### src/sv/lzwc_pkg.sv
`timescale 1ns / 1ps
// ----------------------------------------------------------------------------
// lzwc_pkg
// Constants, types and helpers shared by the LZW letter compressor files.
// ----------------------------------------------------------------------------
package lzwc_pkg;

	// dictionary size, a power of two from 64 to 4096
	localparam int MAX_CODES    = 4096;
	// cells in the search chain, each owning one bank of the dictionary
	localparam int NCELL        = 32;
	localparam int CODE_W       = 12;
	localparam int LET_W        = 5;
	localparam int IDX_W        = $clog2(MAX_CODES);
	localparam int NFC_W        = IDX_W + 1;
	localparam int CELL_W       = $clog2(NCELL);
	localparam int BANK_DEPTH   = MAX_CODES / NCELL;
	localparam int BANK_W       = $clog2(BANK_DEPTH);
	localparam int FIRST_PHRASE = 27;
	localparam int LETTER_MAX   = 25;
	// cycles for a hit in the first cell to ripple to the end of the chain
	localparam int DRAIN_CYCLES = NCELL + 2;
	localparam int DRAIN_W      = $clog2(DRAIN_CYCLES + 1);

	// one dictionary entry: prefix code plus letter
	typedef struct packed {
		logic [IDX_W-1:0] pfx;
		logic [LET_W-1:0] ltr;
	} entry_t;

	// dictionary write, steered to one cell
	typedef struct packed {
		logic              en;
		logic [CELL_W-1:0] bank_sel;
		logic [BANK_W-1:0] addr;
		entry_t            data;
	} wr_t;

	// search control broadcast to every cell
	typedef struct packed {
		logic              clr;
		logic [BANK_W-1:0] rd_addr;
		logic              cmp_en;
		logic [BANK_W-1:0] cmp_addr;
		entry_t            key;
		logic [NFC_W-1:0]  nfc;
	} search_t;

	// match result handed from cell to cell
	typedef struct packed {
		logic             found;
		logic [IDX_W-1:0] code;
	} chain_t;

	// clamp an input letter to the alphabet
	function automatic logic [LET_W-1:0] sat_letter(input logic [LET_W-1:0] l);
		return (l > LET_W'(LETTER_MAX)) ? LET_W'(LETTER_MAX) : l;
	endfunction

endpackage

### src/sv/lzwc_cell.sv
`timescale 1ns / 1ps
// ----------------------------------------------------------------------------
// lzwc_cell
// One search cell: a bank of dictionary entries, a compare against the key
// and a sticky match register passed on to the next cell.
// ----------------------------------------------------------------------------
module lzwc_cell import lzwc_pkg::*; (
	input  logic              clk,
	input  logic              arst_n,
	input  logic [CELL_W-1:0] cell_id,
	input  search_t           srch,
	input  wr_t               wr,
	input  chain_t            chain_in,
	output chain_t            chain_out
);

	entry_t           bank_q [BANK_DEPTH];
	entry_t           rdata_q;
	chain_t           chain_q;
	logic [IDX_W-1:0] cmp_code;
	logic             hit;

	// bank write and registered read
	always_ff @(posedge clk) begin
		if (wr.en && wr.bank_sel == cell_id) begin
			bank_q[wr.addr] <= wr.data;
		end
		rdata_q <= bank_q[srch.rd_addr];
	end

	// the code of the entry read last cycle, and whether it matches a live entry
	assign cmp_code = {srch.cmp_addr, cell_id};
	assign hit = srch.cmp_en && (rdata_q == srch.key) &&
		(cmp_code >= IDX_W'(FIRST_PHRASE)) && ({1'b0, cmp_code} < srch.nfc);

	// sticky match, taken from upstream first
	always_ff @(posedge clk or negedge arst_n) begin
		if (!arst_n) begin
			chain_q.found <= 1'b0;
			chain_q.code  <= '0;
		end else if (srch.clr) begin
			chain_q.found <= 1'b0;
		end else if (!chain_q.found) begin
			if (chain_in.found) begin
				chain_q <= chain_in;
			end else if (hit) begin
				chain_q.found <= 1'b1;
				chain_q.code  <= cmp_code;
			end
		end
	end

	assign chain_out = chain_q;

endmodule

### config.mk
export PLATFORM = sky130hd
export DESIGN_NAME = lzwc_cell
export DESIGN_NICKNAME = d
export VERILOG_FILES = /design/src/sv/lzwc_pkg.sv /design/src/sv/lzwc_cell.sv
export SDC_FILE = /design/constraint.sdc
export NUM_CORES = 2
export LEC_CHECK = 0
export BUFFER_PORTS_ARGS = -buffer_cell sky130_fd_sc_hd__buf_2
export CORE_MARGIN = 1.5
export CORE_UTILIZATION = 30
export DETAILED_ROUTE_END_ITERATION = 12
export GPL_TIMING_DRIVEN = 1
export SLEW_MARGIN = 40
export SYNTH_ARGS = -nofsm -noshare
export SYNTH_HDL_FRONTEND = slang
export SYNTH_SLANG_ARGS = --single-unit
### constraint.sdc
create_clock -name clk -period 2.96 [get_ports clk]
set_input_delay 0.148 -clock clk [delete_from_list [all_inputs] [get_ports clk]]
set_output_delay 0.148 -clock clk [all_outputs]
set_load 0.02 [all_outputs]
### Yosys cells after proc, flatten, opt, wreduce, memory -nomap -nowiden

Memory sizes are Yosys's and may differ from the RTL's. A register that Yosys moved wholly into a read port is not among the register bits.
Cells that the tools add are included.

* bitwise operators: 2
* magnitude comparators: 2
* divide/modulo/power cells: 0
* multiply operators: 0
* $add $sub $neg: 0
* multiplexer cells: 6
* shift operators: 0
* reductions and logical operators: 6
* eq/ne operators: 2

Operator list (count)
* 13-bit two-way mux: 3
* 17-bit equality test: 1
* 12-bit by 13-bit less-than comparator with 1-bit output: 1
* 12-bit by 5-bit >= comparator with 1-bit output (second input constant): 1
* 5-bit equality test: 1
* 1-bit logical AND: 4
* 1-bit two-way mux: 3
* 3-bit AND reduction: 1
* 1-bit inverter: 2
* 2-bit nonzero test: 1

* logic and storage cells: 21
* bits in latches: 0
* bits in read-only memories: 0
* bits in registers: 13
* output and inout bits: 13
* memories kept: 1
* memory bits (writable): 2176

Memory list
* bank_q: words 128, width 17, read ports 1, clocked after memory_dff 1, write ports 1, line lzwc_cell.sv:17 `entry_t bank_q [BANK_DEPTH];`

### Longest topological paths before layout

* depth after elaboration: 8
* depth in mapped cells: 10
* depth with buffers taken out: 8

### Worst setup path before layout

Ideal clock, no wire load.

* kind: input -> register
* from: input port cell_id[1]
* to: memory bank_q[127][0] (netlist name) (enable)
* buffers on the path: 1
* cell stages on the path: 7
* arrival: 2.054 ns
* path slack: 0.516 ns
* cells stage by stage: xor2_1 nor4_1 nand3_1 nor2_1 nand3_1 clkbuf_1 nor2_1

* word-level cells in the longest chain between the ends: 4

RTL lines
* start, declared: line lzwc_cell.sv:10 `input logic [CELL_W-1:0] cell_id,`
* 5-bit equality test: line lzwc_cell.sv:25 `if (wr.en && wr.bank_sel == cell_id) begin`
* 1-bit logical AND: line lzwc_cell.sv:25
* 1-bit two-way mux: line lzwc_cell.sv:25
* 1-bit two-way mux (not written as such): line lzwc_cell.sv:26 `bank_q[wr.addr] <= wr.data;`
* end, declared: line lzwc_cell.sv:17

No other way between the ends.

### Final worst setup path

* from: input port cell_id[1]
* to: memory bank_q[31][14] (netlist name) (enable)

Same word-level chain as after synthesis.

==> summary.md <==
| Metric | Value |
|---|---|
| RSZ-0062 raised after global routing | false |
| Die H | between 500 and 600 µm |
| Post-CTS Setup Bufs | 0 |
| Most common flop cell mapped by yosys | edfxtp_1 |
| # H-tree levels | 4 |
| Mux contribution to synthesized area | 0.122 |
| Number of buffers created by CTS | between 200 and 250 |
| Critical R2R Capture | chain_out[8] |
| Area after DPL | 0.0958 mm² |
| Fmax achieved | roughly 350 MHz |
| Worst-path fanout max | 16 |
| Initial antenna violation count | 20 |
| First-pass GRT wire length | roughly 330000 µm |
| Asr flop ratio synth | 0.00589 |
| Post-Synthesis Mean Instance Area | roughly 17 µm² |
| Routed WL per cell | 24.7 µm |
| R2R depth | 7 |
| HP Start | srch[22] |
| Worst Hold End | chain_out[12] |
| # setup viols final | 0 |
| RePlAce Congestion | 0.857 |
| Final worst path period need | 2.85 ns |
| Req. time, crit path | approximately 3.5 ns |
| Area grow syn2layout | 19.8% |
| Internal Power | 49.7 mW |
| Worst-Skew Late Latency | 0.84 ns |
| Simple-Gate Fraction of Synth Area | 0.0413 |
| # port buffers | 108 |
| Cell Pwr Density | roughly 600 mW/mm² |
| Vias in the first global route | 45700 |
| R2R Path Start | rdata_q[15] |
| Outcome | finished, final reports clean |
| Relative slew slack | 0.339 |
| DIE WIDTH | 538 µm |
| Post-Synth Adder-Cell Area | 0.00160 |
| Number of detailed-route iterations in the first pass | 6 |
| Fin nets | ~5500 |
| Initial core utilization | 0.301 |
| Post-Syn Nets | slightly above 5000 |
| Residual DRC | 0 |
| P_leak | between 30 and 40 nW |
| Vias post-DR | 46500 |
| CTS Root Cell | clkbuf_16 |
| WS Path Type | input pin to register |
| Fraction of layout cells with a size suffix above 1 | 0.201 |
| Clk sinks | 2206 |
| R2R Setup Slk | 0.27 ns |
| Maxcap violations | 0 |
| Largest net degree at the start of global routing | 129 |
| Top Ports | 109 |
| Number of vias per cell | a little under 5 |
| Least-Margin Pin Slew | a little under 1 ns |
| Period utilisation layout | 0.964 |
| Hold path cells | 7 |
| CTS Buffer Depth | 3 |
| Netlist cell types | 42 |
| Fin. max-slew vios | 0 |
| Hold Path Class | input pin to register |
| Synthesis-stage register bit count | ~2200 |
| Die area | 0.290 mm² |
| Worst-path clk slew | 0.06 ns |
| Synth Area in Compound Gates | 0.0501 |
| Endpoint class of the critical path | register |
| Setup crit start | cell_id[1] |
| Row count | 196 |
| Core Area | 0.285 mm² |
| Overall Global Routing Usage | 0.157 |
| Net Sw Power | around 14 mW |
| Antenna Violating Nets Remaining | 0 |
| Skew final | around 0.041 ns |
| CTS tree | yes |
| Clock power frac | 0.406 |
| Post-Syn Instances | 4926 |
| Yosys warnings | 0 |
| Synth Area in XOR/XNOR | 0.00214 |
| Drt total wl | 231000 µm |
| Total gr overflow | 0 |
| Seq pwr share | 0.543 |
| Post-synth EDFFs | 2176 |
| Sequential area share after synthesis | 0.769 |
| Logic pwr share | 0.051 |
| DRT iter0 DRCs | between 4000 and 5000 |
| Final instance area | 0.103 mm² |
| Maximum VDD drop | just under 0.5 mV |
| Startpoint types | input pin |
| TNS Setup | 0 ns |
| Sw Ratio | 0.216 |
| Arrival time worst endpoint | between 3 and 4 ns |
| Post-DP HPWL | 144000 µm |
| Final Hold Fails | 0 |
| Synthesized area | 0.0859 mm² |
| Largest family of logic cells by synthesized area | multiplexers |
[registers in the layout, summed over array words and instances, names as in the netlist]
name and count:
rdata_q 17, chain_out 13, bank_q 2176
[worst max-delay path, cell delays in order]
cell           delay [ns]
dlygate4sd3_1        0.54
buf_2                0.16
xor2_1               0.16
nor4_1               0.29
nand3_1              0.44
nor2_1               0.37
nand3_1              0.18
dlygate4sd3_1        0.59
nor2_1               0.26
buf_12               0.22
[power groups by stage]
stage / sequential (mW) / clock (mW) / combinational [mW]
2_1_floorplan: 35.1 / 0 / 1.39
3_3_place_gp: 35.1 / 0 / 3.14
3_5_place_dp: 35.1 / 0 / 3.20
4_1_cts: 34.4 / 26.1 / 3.26
5_1_grt: 34.4 / 27.4 / 3.42
6_report: 34.4 / 25.7 / 3.25
[cell usage after synthesis (9+ instances only)]
| master | count | area [µm²] |
|---|---|---|
| ha_1 | 11 | 138 |
| or4_1 | 18 | 135 |
| nand3_1 | 138 | 691 |
| a211oi_1 | 77 | 578 |
| buf_2 | 119 | 596 |
| nor2b_1 | 82 | 513 |
| nor3_1 | 96 | 480 |
| mux2i_1 | 748 | 7490 |
| mux2_2 | 264 | 2970 |
| inv_1 | 14 | 52.6 |
| buf_1 | 32 | 120 |
| xor2_1 | 16 | 140 |
| nand2_1 | 161 | 604 |
| edfxtp_1 | 2176 | 65300 |
| nand4_1 | 9 | 56.3 |
| a22oi_1 | 264 | 1980 |
| clkbuf_1 | 117 | 439 |
| nor2_1 | 204 | 766 |
| dfrtp_1 | 13 | 325 |
| dfxtp_1 | 17 | 340 |
| a21oi_1 | 149 | 746 |
| nor4b_1 | 12 | 105 |
| o22ai_1 | 144 | 901 |
[per-stage QoR]
step                cells  total power, mW  hold slack, ns  worst slack (ns)  utilization
CTS                  9358             63.8         0.00375             0.209        0.361
floorplan            4926             36.5          -0.148             0.516            -
detailed placement   8924             38.3          0.0543            -0.259        0.336
global placement     8923             38.2          0.0497            -0.273        0.336
finish               9371             63.4          0.0539             0.105        0.361
global route         9364             65.3          0.0624            0.0408        0.361
[final cells by class]
class,count,area [µm²]
fill,26400,182000
tap,3762,4710
clock buffer,267,5550
antenna,11,27.5
clock inverter,118,975
timing repair buffer,559,6610
inverter,14,52.6
sequential,2206,66000
multi-input combinational,2434,18900
[worst max path at each step]
stage,end,slack [ns],depth (start not counted)
final,bank_q[31][14],0.11,10
after global routing,chain_out[3],0.04,7
after CTS,chain_out[0],0.21,8
after detailed placement,rdata_q[6],-0.26,10
after global placement,rdata_q[6],-0.27,10
after floorplan,bank_q[127][0],0.52,7
[what timing repair did]
item,in CTS,in global routing
hold endpoints to repair,818,0
hold buffers,49,0
gates resized for setup,0,3
setup endpoints to repair,0,2
[kinds of logic after synthesis]
kind of cell / count (synthesis)
XOR/XNOR: 21
buffers and inverters: 286
flip-flops: 2206
adder cells (fa/ha/maj): 11
multiplexers: 1012
AND/OR/NAND/NOR: 746
AO/OA/AOI/OAI: 644
[per-layer routing]
metal  GRT usage  up-vias  wire length [µm]
met5           0        -                27
met4      0.0440        4              5960
met3      0.0248      289             14200
met2       0.266     1453            114000
met1       0.206    24100             97100
li1            -    20600                 -
[layout by cell type, fill, tap and decap left out, types with 4 or more instances in the layout]
cell / count
inv_6: 6
ha_1: 11
edfxtp_1: 2176
bufinv_16: 11
nand2b_1: 7
nand4_1: 9
buf_12: 200
a22oi_1: 264
clkinv_16: 4
clkinv_2: 34
xor2_1: 16
nor3_2: 13
dfxtp_1: 17
xnor2_1: 5
clkbuf_1: 53
nor2_2: 41
nand2_1: 161
dfrtp_1: 13
inv_1: 14
clkbuf_16: 214
nor4b_1: 11
nor2_1: 159
o22ai_1: 144
nor2_4: 6
nand3_1: 138
diode_2: 11
nor3_1: 83
clkinv_1: 57
or4_1: 17
buf_4: 216
a211oi_1: 77
a21oi_1: 149
mux2_2: 264
nor2b_1: 82
buf_2: 91
mux2i_1: 748
dlygate4sd3_1: 49
a221oi_1: 4
No activity file was read; power rests on OpenSTA's default activity.
